## src/hdl/base64_stream_decoder_defines.svh

```systemverilog
// Assertion macros shared by the Base64 stream decoder.
// Included by the top level; needs no other file.
`ifndef BASE64_STREAM_DECODER_DEFINES_SVH
`define BASE64_STREAM_DECODER_DEFINES_SVH

// Same-cycle implication, disabled while reset is asserted.
`define B64D_CHECK(label, clk, rst_n, ante, cons, msg) \
	label: assert property (@(posedge clk) disable iff (!rst_n) (ante) |-> (cons)) \
		else $error(msg);

// Next-cycle implication, disabled while reset is asserted.
`define B64D_CHECK_NEXT(label, clk, rst_n, ante, cons, msg) \
	label: assert property (@(posedge clk) disable iff (!rst_n) (ante) |=> (cons)) \
		else $error(msg);

`endif

```

## src/hdl/b64d_pkg.sv

```systemverilog
// Shared types, codes and the alphabet lookup of the Base64 stream decoder.
// Depends on nothing; the front end, queue, back end and top level use it.
`timescale 1ns / 1ps

package b64d_pkg;

	// Result status codes.
	typedef enum logic [1:0] {
		ST_OK      = 2'd0,
		ST_INVALID = 2'd1,
		ST_LENGTH  = 2'd2
	} status_t;

	localparam logic [7:0] PAD_CHAR = 8'h3D;

	// One queued job: cnt words to send from data (MSB byte first) with status st.
	typedef struct packed {
		logic [23:0] data;
		logic [1:0]  cnt;
		status_t     st;
	} entry_t;

	typedef struct packed {
		logic   valid;
		entry_t entry;
	} push_t;

	// Bit 6 flags an alphabet character; bits 5:0 hold its value.
	function automatic logic [6:0] sextet_of(logic [7:0] c);
		logic [6:0] r;
		r = 7'd0;
		if (c inside {[8'h41:8'h5A]}) begin
			r = {1'b1, 6'(c - 8'h41)};
		end else if (c inside {[8'h61:8'h7A]}) begin
			r = {1'b1, 6'(c - 8'h61 + 8'd26)};
		end else if (c inside {[8'h30:8'h39]}) begin
			r = {1'b1, 6'(c - 8'h30 + 8'd52)};
		end else if (c == 8'h2B) begin
			r = {1'b1, 6'd62};
		end else if (c == 8'h2F) begin
			r = {1'b1, 6'd63};
		end
		return r;
	endfunction

endpackage

```

## src/hdl/b64d_if.sv

```systemverilog
// Handshake interfaces for the character input and byte output channels.
// Depends on nothing.
`timescale 1ns / 1ps

interface b64d_in_if;
	logic       valid;
	logic       ready;
	logic [7:0] in_char;
	logic       in_last;

	modport source (output valid, in_char, in_last, input ready);
	modport sink (input valid, in_char, in_last, output ready);
endinterface

interface b64d_out_if;
	logic       valid;
	logic       ready;
	logic [7:0] out_byte;
	logic [1:0] status;
	logic       run_last;

	modport source (output valid, out_byte, status, run_last, input ready);
	modport sink (input valid, out_byte, status, run_last, output ready);
endinterface

```

## src/hdl/b64d_front.sv

```systemverilog
// Front end: accepts characters, tracks the group of four and queues jobs.
// Depends on b64d_pkg and b64d_in_if.
`timescale 1ns / 1ps

module b64d_front (
	input  logic            clk,
	input  logic            arst_n,
	b64d_in_if.sink         chars,
	input  logic            full,
	output b64d_pkg::push_t push,
	output logic            dropping
);

	logic [1:0]  pos_q, pos_n;
	logic [23:0] acc_q, acc_n;
	logic [2:0]  pad_q, pad_n;
	logic        err_q, err_n;

	logic        accept;
	logic [6:0]  sx;
	logic        is_pad;
	logic [5:0]  v;
	logic [23:0] placed;
	logic [23:0] acc_sum;
	logic [2:0]  pad_sum;
	logic [1:0]  nbytes;

	assign chars.ready = !full;
	assign accept      = chars.valid && chars.ready;
	assign dropping    = err_q;

	assign sx     = b64d_pkg::sextet_of(chars.in_char);
	assign is_pad = (chars.in_char == b64d_pkg::PAD_CHAR);
	assign v      = is_pad ? 6'd0 : sx[5:0];

	always_comb begin
		case (pos_q)
			2'd0:    placed = {v, 18'd0};
			2'd1:    placed = {6'd0, v, 12'd0};
			2'd2:    placed = {12'd0, v, 6'd0};
			default: placed = {18'd0, v};
		endcase
	end

	assign acc_sum = acc_q | placed;
	assign pad_sum = pad_q + 3'(is_pad);
	assign nbytes  = (pad_sum >= 3'd3) ? 2'd0 : 2'(3'd3 - pad_sum);

	always_comb begin
		pos_n = pos_q;
		acc_n = acc_q;
		pad_n = pad_q;
		err_n = err_q;
		push  = '0;
		if (accept) begin
			if (err_q) begin
				// Drop everything up to and including the last character.
				if (chars.in_last) begin
					pos_n = 2'd0;
					acc_n = 24'd0;
					pad_n = 3'd0;
					err_n = 1'b0;
				end
			end else if (!is_pad && !sx[6]) begin
				push.valid       = 1'b1;
				push.entry.data  = 24'd0;
				push.entry.cnt   = 2'd1;
				push.entry.st    = b64d_pkg::ST_INVALID;
				pos_n            = 2'd0;
				acc_n            = 24'd0;
				pad_n            = 3'd0;
				err_n            = !chars.in_last;
			end else begin
				acc_n = acc_sum;
				pad_n = pad_sum;
				pos_n = pos_q + 2'd1;
				if (pos_q == 2'd3) begin
					if (nbytes != 2'd0) begin
						push.valid      = 1'b1;
						push.entry.data = acc_sum;
						push.entry.cnt  = nbytes;
						push.entry.st   = b64d_pkg::ST_OK;
					end
					acc_n = 24'd0;
					pad_n = 3'd0;
				end else if (chars.in_last) begin
					// The text ended inside a group.
					push.valid      = 1'b1;
					push.entry.data = 24'd0;
					push.entry.cnt  = 2'd1;
					push.entry.st   = b64d_pkg::ST_LENGTH;
					pos_n           = 2'd0;
					acc_n           = 24'd0;
					pad_n           = 3'd0;
				end
			end
		end
	end

	always_ff @(posedge clk or negedge arst_n) begin
		if (!arst_n) begin
			pos_q <= 2'd0;
			acc_q <= 24'd0;
			pad_q <= 3'd0;
			err_q <= 1'b0;
		end else begin
			pos_q <= pos_n;
			acc_q <= acc_n;
			pad_q <= pad_n;
			err_q <= err_n;
		end
	end

endmodule

```

## src/hdl/b64d_fifo.sv

```systemverilog
// Short job queue between the front end and the byte sender.
// Depends on b64d_pkg.
`timescale 1ns / 1ps

module b64d_fifo #(
	parameter int DEPTH = 4
) (
	input  logic             clk,
	input  logic             arst_n,
	input  b64d_pkg::push_t  push,
	input  logic             pop,
	output b64d_pkg::entry_t head,
	output logic             empty,
	output logic             full
);

	localparam int PW = $clog2(DEPTH);
	localparam int CW = $clog2(DEPTH + 1);

	b64d_pkg::entry_t slots_q [DEPTH];
	logic [PW-1:0]    wr_q, rd_q;
	logic [CW-1:0]    count_q;

	assign empty = (count_q == CW'(0));
	assign full  = (count_q == CW'(DEPTH));
	assign head  = slots_q[rd_q];

	always_ff @(posedge clk) begin
		if (push.valid) begin
			slots_q[wr_q] <= push.entry;
		end
	end

	always_ff @(posedge clk or negedge arst_n) begin
		if (!arst_n) begin
			wr_q    <= '0;
			rd_q    <= '0;
			count_q <= '0;
		end else begin
			if (push.valid) begin
				wr_q <= (wr_q == PW'(DEPTH - 1)) ? '0 : wr_q + PW'(1);
			end
			if (pop) begin
				rd_q <= (rd_q == PW'(DEPTH - 1)) ? '0 : rd_q + PW'(1);
			end
			if (push.valid && !pop) begin
				count_q <= count_q + CW'(1);
			end else if (pop && !push.valid) begin
				count_q <= count_q - CW'(1);
			end
		end
	end

endmodule

```

## src/hdl/b64d_back.sv

```systemverilog
// Back end: sends the head job's words, one per cycle unless stalled.
// Depends on b64d_pkg and b64d_out_if.
`timescale 1ns / 1ps

module b64d_back (
	input  logic             clk,
	input  logic             arst_n,
	input  b64d_pkg::entry_t head,
	input  logic             empty,
	output logic             pop,
	b64d_out_if.source       bytes
);

	logic [1:0] idx_q;
	logic       fire;
	logic       at_end;

	assign bytes.valid    = !empty;
	assign bytes.status   = head.st;
	assign at_end         = (idx_q == head.cnt - 2'd1);
	assign bytes.run_last = at_end;
	assign fire           = bytes.valid && bytes.ready;
	assign pop            = fire && at_end;

	always_comb begin
		case (idx_q)
			2'd0:    bytes.out_byte = head.data[23:16];
			2'd1:    bytes.out_byte = head.data[15:8];
			default: bytes.out_byte = head.data[7:0];
		endcase
	end

	always_ff @(posedge clk or negedge arst_n) begin
		if (!arst_n) begin
			idx_q <= 2'd0;
		end else if (pop) begin
			idx_q <= 2'd0;
		end else if (fire) begin
			idx_q <= idx_q + 2'd1;
		end
	end

endmodule

```

## src/hdl/base64_stream_decoder.sv

```systemverilog
// Top level of the streaming Base64 decoder.
// Depends on b64d_pkg, b64d_if, b64d_front, b64d_fifo, b64d_back and the defines header.
`timescale 1ns / 1ps
`include "base64_stream_decoder_defines.svh"

// The decoder takes one character word per cycle on chars while its queue has
// room and returns decoded bytes on bytes, one word per cycle while bytes.ready
// is high, most significant byte of each group first. A character is accepted
// whenever the job queue between the front end and the byte sender has a free
// slot (FIFO_DEPTH entries). Four characters yield at most three bytes. When
// the queue is empty, results of a character become visible on bytes the cycle
// after it is accepted. The byte sender sends one result word at a time, so a
// character that closes a group holds its queue slot until all its words have
// gone. An invalid character yields one word with status ST_INVALID; everything
// after it is dropped up to and including the character marked last. A last
// character that leaves a group open yields one extra word with status
// ST_LENGTH. Error words carry a zero byte. run_last marks the final word caused
// by one character. Bytes of earlier groups have already left the block by the
// time a length error shows.
module base64_stream_decoder #(
	parameter int FIFO_DEPTH = 4
) (
	input  logic       clk,
	input  logic       arst_n,
	b64d_in_if.sink    chars,
	b64d_out_if.source bytes
);

	b64d_pkg::push_t  push;
	b64d_pkg::entry_t head;
	logic             empty;
	logic             full;
	logic             pop;
	logic             dropping;

	// Front end: classifies each character and updates the group state.
	b64d_front u_front (
		.clk      (clk),
		.arst_n   (arst_n),
		.chars    (chars),
		.full     (full),
		.push     (push),
		.dropping (dropping)
	);

	// Job queue: lets the front end keep accepting while bytes drain.
	b64d_fifo #(
		.DEPTH (FIFO_DEPTH)
	) u_fifo (
		.clk    (clk),
		.arst_n (arst_n),
		.push   (push),
		.pop    (pop),
		.head   (head),
		.empty  (empty),
		.full   (full)
	);

	// Byte sender: walks the words of the job at the queue head.
	b64d_back u_back (
		.clk    (clk),
		.arst_n (arst_n),
		.head   (head),
		.empty  (empty),
		.pop    (pop),
		.bytes  (bytes)
	);

	// An error word is always a single zero-byte word that ends its run.
	`B64D_CHECK(a_err_word, clk, arst_n, bytes.valid && bytes.status != 2'(b64d_pkg::ST_OK), bytes.run_last && bytes.out_byte == 8'd0, "error word not a lone zero byte")
	// While dropping after an error, accepted characters queue nothing.
	`B64D_CHECK(a_drop_quiet, clk, arst_n, dropping && chars.valid && chars.ready, !push.valid, "job queued while dropping")
	// After a job is queued, bytes.valid is high in the next cycle.
	`B64D_CHECK_NEXT(a_push_shows, clk, arst_n, push.valid, bytes.valid, "queued job not visible")

endmodule
```

## src/flat_wrapper.sv

```systemverilog
// flat-port wrapper written by rule: the top's interface ports become plain ports
module base64_stream_decoder_flat 
#(
	parameter int FIFO_DEPTH = 4
)
  (clk, arst_n, chars_valid, chars_in_char, chars_in_last, chars_ready, bytes_valid, bytes_out_byte, bytes_status, bytes_run_last, bytes_ready);
  b64d_in_if chars_i ();
  b64d_out_if bytes_i ();
  input  logic clk;
  input  logic arst_n;
  input wire logic [$bits(chars_i.valid)-1:0] chars_valid;
  input wire logic [$bits(chars_i.in_char)-1:0] chars_in_char;
  input wire logic [$bits(chars_i.in_last)-1:0] chars_in_last;
  output wire logic [$bits(chars_i.ready)-1:0] chars_ready;
  output wire logic [$bits(bytes_i.valid)-1:0] bytes_valid;
  output wire logic [$bits(bytes_i.out_byte)-1:0] bytes_out_byte;
  output wire logic [$bits(bytes_i.status)-1:0] bytes_status;
  output wire logic [$bits(bytes_i.run_last)-1:0] bytes_run_last;
  input wire logic [$bits(bytes_i.ready)-1:0] bytes_ready;
  assign chars_i.valid = chars_valid;
  assign chars_i.in_char = chars_in_char;
  assign chars_i.in_last = chars_in_last;
  assign chars_ready = chars_i.ready;
  assign bytes_valid = bytes_i.valid;
  assign bytes_out_byte = bytes_i.out_byte;
  assign bytes_status = bytes_i.status;
  assign bytes_run_last = bytes_i.run_last;
  assign bytes_i.ready = bytes_ready;
  base64_stream_decoder #(.FIFO_DEPTH(FIFO_DEPTH)) u_core (.clk(clk), .arst_n(arst_n), .chars(chars_i), .bytes(bytes_i));
endmodule
```

## config.mk

```make
export PLATFORM = sky130hd
export DESIGN_NAME = base64_stream_decoder_flat
export DESIGN_NICKNAME = d
export VERILOG_FILES = /design/src/hdl/b64d_pkg.sv /design/src/hdl/b64d_if.sv /design/src/hdl/b64d_front.sv /design/src/hdl/b64d_fifo.sv /design/src/hdl/b64d_back.sv /design/src/hdl/base64_stream_decoder.sv /design/src/flat_wrapper.sv
export VERILOG_INCLUDE_DIRS = /design/src /design/src/hdl
export SDC_FILE = /design/constraint.sdc
export NUM_CORES = 1
export LEC_CHECK = 0
export BUFFER_PORTS_ARGS = -buffer_cell sky130_fd_sc_hd__buf_2
export CAP_MARGIN = 20
export CELL_PAD_IN_SITES_DETAIL_PLACEMENT = 0
export CELL_PAD_IN_SITES_GLOBAL_PLACEMENT = 1
export CORE_ASPECT_RATIO = 1.25
export CORE_UTILIZATION = 31
export DETAILED_ROUTE_END_ITERATION = 8
export GPL_ROUTABILITY_DRIVEN = 0
export PLACE_DENSITY = 0.57
export SLEW_MARGIN = 20
export SYNTH_ARGS = -nofsm -noshare
export SYNTH_HDL_FRONTEND = slang
export SYNTH_SLANG_ARGS = --single-unit
```

## constraint.sdc

```tcl
create_clock -name clk -period 2.41 [get_ports clk]
set_clock_uncertainty 0.1 [all_clocks]
set_input_delay 0 -clock clk [delete_from_list [all_inputs] [get_ports clk]]
set_output_delay 0 -clock clk [all_outputs]
set_load 0.03 [all_outputs]
```

==> impl_metrics.env, run 1 <==
export IMPL_hold_violations=0
export IMPL_vias=4754
export IMPL_relSlewSlack=0.3375
export IMPL_cts_tree="built"
export IMPL_setup_viol=10
export IMPL_cts_sinks=151
export IMPL_p_int_mw=6.803
export IMPL_leakagePower_nw=3.546
export IMPL_power_frac_comb=0.387
export IMPL_finalPower_mw=9.859
export IMPL_tightest_slew_ps=993.7
export IMPL_p_seq_frac=0.332
export IMPL_drive_above_1_share=0.3656
export IMPL_synth_xor_area_frac=0.01674
export IMPL_setup_ws_ps=-216.5
export IMPL_clockRootBuffer="clkbuf_16"
export IMPL_core_mm2=0.02296
export IMPL_ant_nets=0
export IMPL_fp_row_count=62
export IMPL_p_sw_mw=3.056
export IMPL_critical_path_arrival_ps=2840
export IMPL_synth_mux_area_frac=0.09477
export IMPL_grt_pass1_wl_um=27280
export IMPL_synth_top_family_by_area="compound AO/OA/AOI/OAI gates"
export IMPL_start_kind="flop"
export IMPL_port_buffers=25
export IMPL_cts_buffer_depth=2
export IMPL_syn_nets=543
export IMPL_avgSynthCellArea_um2=14.35
export IMPL_synth_area_mm2=0.007248
export IMPL_post_route_drc_count=2
export IMPL_switching_share=0.3100
export IMPL_die_x_um=138.8
export IMPL_met3_length_um=521
export IMPL_hpwl_um=11640
export IMPL_worstSetupPathType="flop to flop"
export IMPL_yosysWarnings=0
export IMPL_drt_pass1_iterations=6
export IMPL_dpl_instance_area_mm2=0.008379
export IMPL_synth_edf_count=112
export IMPL_holdWs_ps=175.7
export IMPL_cap_violations=0
export IMPL_dieArea_mm2=0.02400
export IMPL_synthSimpleGateAreaFrac=0.09097
export IMPL_post_route_util=0.4167
export IMPL_yosysTopAreaCell="edfxtp_1"
export IMPL_syn_to_final_growth_pct=32.00
export IMPL_antenna_found_initial=0
export IMPL_fmax_mhz=380.7
export IMPL_path_clk_slew_ps=70
export IMPL_top_layer="met4"
export IMPL_synth_top_area_share=0.4640
export IMPL_syn_inst=505
export IMPL_cts_buffers=17
export IMPL_synth_area_top_cells="edfxtp_1 46%, dfrtp_1 13%, mux4_2 8.7%, ha_1 4.1%, nor2_1 2.1%"
export IMPL_dp_slack_ps=-434.1
export IMPL_grt_max_degree=40
export IMPL_clk_latency_ps=430
export IMPL_ys_ff_latch=151
export IMPL_track_usage=0.1488
export IMPL_mostFrequentLayoutCells="112 x edfxtp_1, 83 x buf_4, 40 x nor2_1"
export IMPL_drt_iter0_drc=345
export IMPL_hold_class="primary input to async pin"
export IMPL_synth_cell_types=69
export IMPL_peakVddDrop_mv=0.4166
export IMPL_die_y_um=173.0
export IMPL_synth_fa_ha_area_frac=0.04419
export IMPL_drv_slew=0
export IMPL_power_density_mw_per_mm2=1030
export IMPL_avgViaCountPerCell=5.063
export IMPL_period_share=1.090
export IMPL_ys_flop_type="edfxtp_1"
export IMPL_outcome="complete, but fails checks"
export IMPL_violations="design-rule violations, negative setup slack"
export IMPL_grt_overflow_total=0
export IMPL_clkPwrFrac=0.281
export IMPL_pin_count=26
export IMPL_cts_htree_levels=4
export IMPL_layout_commonest_cell="edfxtp_1"
export IMPL_end_kind="flop"
export IMPL_routedWlPerCell_um=19.06
export IMPL_met1_length_um=7510
export IMPL_rsz0062_at_grt="yes"
export IMPL_wl_met2_um=9633
export IMPL_worstPathRequired_ps=2620
export IMPL_start_util=0.3157
export IMPL_routed_wl_um=17900
export IMPL_crit_fanout=3
export IMPL_yosysSeqAreaShare=0.5987
export IMPL_min_period_ps=2627
export IMPL_fin_area_mm2=0.009568
export IMPL_grt_pass1_vias=4981
export IMPL_fin_nets=676
export IMPL_synth_compound_area_frac=0.1284
export IMPL_ys_async_sr_fraction=0.2583
export IMPL_antennaDiodeCount=0
[final timing paths]
check	startpoint	endpoint	slack, ps	cells past startpoint
max	u_core.u_fifo.rd_q[0]	u_core.u_fifo.count_q[1]	-220	9
min	arst_n	u_core.u_back.idx_q[1]	180	2
min reg2reg	u_core.u_fifo.count_q[2]	u_core.u_fifo.count_q[2]	390	1
max reg2reg	u_core.u_fifo.rd_q[0]	u_core.u_fifo.count_q[1]	-220	9
max in group asynchronous	arst_n	u_core.u_fifo.rd_q[0]	1360	2
min in group clk	chars_in_char[7]	u_core.u_front.pos_q[0]	320	8
[through the flow]
step                TNS, ps  std cells
floorplan            -18060        505
global placement     -26060        874
detailed placement   -38480        874
CTS                  -944.1        920
global route          -2626        939
finish               -857.0        939
[synth_stat cells, drive strengths merged (2+ instances only)]
master / instances
nand2: 23
a211oi: 3
nor3: 6
dfrtp: 39
and2: 5
edfxtp: 112
o21a: 5
a41oi: 4
a31oi: 16
a21o: 5
nor2: 40
o21ai: 12
a21oi: 25
buf: 14
a32o: 9
o21ba: 5
nand3: 11
mux4: 28
or2: 2
nor3b: 2
mux2: 5
clkbuf: 13
a221o: 8
nand2b: 4
xnor2: 10
a311oi: 3
nand4: 3
ha: 24
nor2b: 15
inv: 16
o22ai: 2
or3: 2
a22oi: 2
xor2: 3
and3: 7
o32ai: 2
or3b: 2
[power groups by stage]
stage          combinational [mW]  clock, mW  sequential [mW]
2_1_floorplan                2.08          0             3.29
3_3_place_gp                 2.99          0             3.30
3_5_place_dp                 3.03          0             3.32
4_1_cts                      3.36       2.81             3.27
5_1_grt                      4.07       2.92             3.30
6_report                     3.82       2.77             3.27
[flip-flops by register name (all words and copies together), names as in the netlist]
signal and flops:
u_core.u_fifo.slots_q 112, u_core.u_front.acc_q 24, u_core.u_fifo.count_q 3, u_core.u_front.pad_q 3, u_core.u_back.idx_q 2, u_core.u_fifo.rd_q 2, u_core.u_fifo.wr_q 2, u_core.u_front.pos_q 2
u_core.u_front.dropping 1
[critical path, stage by stage, from the launching register on]
cell	delay, ps
dfrtp_2	390
mux4_2	530
xnor2_2	150
buf_4	140
o22ai_4	170
nand3_4	120
ha_4	170
inv_2	50
fa_2	410
mux2_4	280
[metal layers]
metal,track usage,up-vias
met4,0.04259,0
li1,-,2229
met2,0.2637,92
met5,0,-
met3,0.03268,13
met1,0.1808,2420
[layout make-up]
class                   instances  area (um^2)
well taps                     288        360.3
clock buffers                  20        436.7
fillers                      2100        13390
repair buffers                141         1359
multi-input cells             310         2824
flip-flops and latches        151         4340
inverters                      17        68.82
clock inverters                12        178.9
[cells by family (layout without fill, tap and decap cells)]
kind of cell    count (synthesis)  in the layout
flops                         151            151
simple gates                  127            127
fa+ha+maj                      25             25
xor+xnor                       13             13
compound gates                112            112
mux                            33             33
buf+inv                        44            190
[timing repair]
action,in CTS,in global routing
gates resized for setup,9,48
pin swaps,6,11
gates cloned,1,9
setup buffers,8,10
endpoints found under the hold margin,47,0
hold buffers,5,0
endpoints found under the setup margin,10,122
Power figures use the tool's default switching activity.
==> run 2: changes to the inputs <==
--- a/config.mk
+++ b/config.mk
@@ -10,11 +10,11 @@
 export CAP_MARGIN = 20
 export CELL_PAD_IN_SITES_DETAIL_PLACEMENT = 0
 export CELL_PAD_IN_SITES_GLOBAL_PLACEMENT = 1
-export CORE_ASPECT_RATIO = 1.25
 export CORE_UTILIZATION = 31
 export DETAILED_ROUTE_END_ITERATION = 8
 export GPL_ROUTABILITY_DRIVEN = 0
 export PLACE_DENSITY = 0.57
+export RECOVER_POWER = 50
 export SLEW_MARGIN = 20
 export SYNTH_ARGS = -nofsm -noshare
 export SYNTH_HDL_FRONTEND = slang
==> constraint.sdc (replaced) <==
create_clock -name clk -period 2.41 [get_ports clk]
set_clock_uncertainty 0.1 [all_clocks]
set_input_delay 0.241 -clock clk [delete_from_list [all_inputs] [get_ports clk]]
set_output_delay 0.241 -clock clk [all_outputs]
set_load 0.03 [all_outputs]
==> run 2 against run 1 <==
The flow finishes with violations (negative setup slack). Non-clock buffer count fell by 7. Final area fell by 3.0%. Utilization fell by 0.91 points. Register-to-register slack got worse by 50 ps. Sequential share of layout area rose by 1.4 points. Fmax fell by 1.8%.
==> impl_metrics.env, run 2 (synthesis gave the netlist of run 1 again) <==
export IMPL_die_y_um=154.9
export IMPL_die_x_um=154.9
export IMPL_power_density_mw_per_mm2=994.1
export IMPL_final_instance_count_excl_fill=957
export IMPL_port_buffers=25
export IMPL_min_period_ps=2675
export IMPL_drt_pass1_iterations=4
export IMPL_drt_iter0_drc=241
export IMPL_fmax_mhz=373.8
export IMPL_setup_viol=13
export IMPL_grt_max_degree=29
export IMPL_layout_commonest_cell="edfxtp_1"
export IMPL_vias=4671
export IMPL_grt_pass1_vias=4767
export IMPL_hold_violations=0
export IMPL_cts_htree_levels=4
export IMPL_outcome="complete, but fails checks"
export IMPL_cp_top_family="multiplexers"
export IMPL_cts_buffer_depth=2
export IMPL_top_register="u_core.u_fifo.slots_q"
export IMPL_rsz0062_at_grt="yes"
export IMPL_track_usage=0.1458
export IMPL_tightest_slew_ps=1206
export IMPL_relSlewSlack=0.1959
export IMPL_violations="negative setup slack"
export IMPL_post_route_drc_count=0
export IMPL_leakagePower_nw=3.395
export IMPL_crit_chain="mux4_2 > xnor2_2 > buf_4 > o22ai_4 > nand3_4 > ha_4 > inv_2 > fa_2 > mux2_4"
export IMPL_cp_startpoint="u_core.u_fifo.rd_q[0]"
export IMPL_reg2reg_from="u_core.u_fifo.rd_q[0]"
export IMPL_worstSetupPathType="flop to flop"
export IMPL_start_kind="flop"
export IMPL_antenna_found_initial=0
export IMPL_clk_latency_ps=420
export IMPL_worstPathRequired_ps=2620
export IMPL_antennaDiodeCount=0
export IMPL_hold_class="primary input to flop"
export IMPL_hp_start="bytes_ready"
export IMPL_crit_fanout=4
export IMPL_largest_reg_flops=112
export IMPL_core_mm2=0.02278
export IMPL_drv_slew=0
export IMPL_start_util=0.3182
export IMPL_tns_ps=-2109
export IMPL_routedWlPerCell_um=18.17
export IMPL_dieArea_mm2=0.02400
export IMPL_clockRootBuffer="clkbuf_16"
export IMPL_fp_row_count=55
export IMPL_path_clk_slew_ps=60
export IMPL_cts_buffers=17
export IMPL_path_buf_inv=2
export IMPL_fin_nets=669
export IMPL_placed_cells=911
export IMPL_avgViaCountPerCell=4.881
export IMPL_largest_registers="u_core.u_fifo.slots_q x112, u_core.u_front.acc_q x24"
export IMPL_grt_pass1_wl_um=26500
export IMPL_hpwl_um=11120
export IMPL_cap_violations=0
export IMPL_mostFrequentLayoutCells="112 x edfxtp_1, 77 x buf_4, 40 x nor2_1"
export IMPL_cts_tree="built"
export IMPL_peakVddDrop_mv=0.5645
export IMPL_crit_path_top_delay_cell="mux4_2"
export IMPL_cts_sinks=151
export IMPL_end_kind="flop"
export IMPL_syn_to_final_growth_pct=28.10
export IMPL_setup_ws_ps=-265.1
export IMPL_slowest_delay_ps=530
export IMPL_grt_overflow_total=0
export IMPL_routed_wl_um=17390
export IMPL_period_share=1.110
export IMPL_pin_count=26
export IMPL_critical_path_arrival_ps=2880
export IMPL_drive_above_1_share=0.3416
export IMPL_ant_nets=0
run 2: cell count changes in the layout (fill, tap and decap cells not counted), sizes merged:
cell / before / now
buf: 130 / 107
bufinv: 4 / 1
clkbuf: 26 / 43
clkinv: 4 / 7
clkinvlp: 3 / 4
dlygate4sd3: 5 / 2
inv: 18 / 19
run 2: per-layer routing:
| metal | global-route usage | vias up | part of all wire |
|---|---|---|---|
| met3 | 0.02981 | 8 | 0.028 |
| met2 | 0.2400 | 68 | 0.49 |
| met5 | 0 | - | 0 |
| met1 | 0.1945 | 2380 | 0.48 |
| met4 | 0.04149 | 0 | 0.0078 |
| li1 | - | 2215 | - |
run 2: through the flow:
step	setup WS (ps)	power [mW]	hold slack [ps]	cell area, um^2	util
2_1_floorplan	-468.6	5.379	-154.6	7363	-
3_3_place_gp	-412.1	6.284	147.6	8517	0.3739
3_5_place_dp	-444.4	6.352	142.0	8517	0.3739
4_1_cts	-286.6	9.244	39.34	9236	0.4055
5_1_grt	-334.0	9.692	51.33	9285	0.4076
6_report	-265.1	9.230	49.35	9285	0.4076
run 2: timing repair:
item                                    4_1_cts  5_1_grt
buffers inserted                              5        2
endpoints found under the setup margin       13      145
hold buffers                                  2        0
hold endpoints to repair                     20        0
resized for setup                            22        7
pin swaps                                     6        6
cloned                                        1        5
run 2: final cells by class:
type | instances | area (um^2)
Multi-Input combinational cell | 310 | 2789
Inverter | 17 | 71.32
Tap cell | 313 | 391.6
Sequential cell | 151 | 4340
Clock inverter | 14 | 126.4
Timing Repair Buffer | 134 | 1137
Clock buffer | 18 | 429.2
Fill cell | 2132 | 13490
run 2: report_power, final:
group	switching (mW)	total [mW]	internal, mW	leakage, nW
sequential	0.132	3.26	3.13	1.50
combinational	1.81	3.49	1.68	1.63
clock	1.05	2.48	1.43	0.264
run 2: worst paths after layout:
| kind | slack [ps] | cells past startpoint | end |
|---|---|---|---|
| setup / recovery | -270 | 9 | u_core.u_fifo.count_q[1] |
| hold / removal | 50 | 3 | u_core.u_back.idx_q[1] |
| max in group asynchronous | 500 | 3 | u_core.u_front.acc_q[13] |
| min in group asynchronous | 490 | 2 | u_core.u_back.idx_q[0] |
| hold reg to reg | 390 | 1 | u_core.u_front.acc_q[20] |
| setup reg to reg | -270 | 9 | u_core.u_fifo.count_q[1] |
run 2: worst register-to-register path: cells and delay by family, from the launching register on:
kind,cells,cell delay (ps)
and+or+nand+nor,1,130
AOI/OAI and AO/OA,1,180
DFF,1,410
buffers and inverters,2,190
muxes,2,810
adders and majority gates,2,600
xor gates and xnor gates,1,150
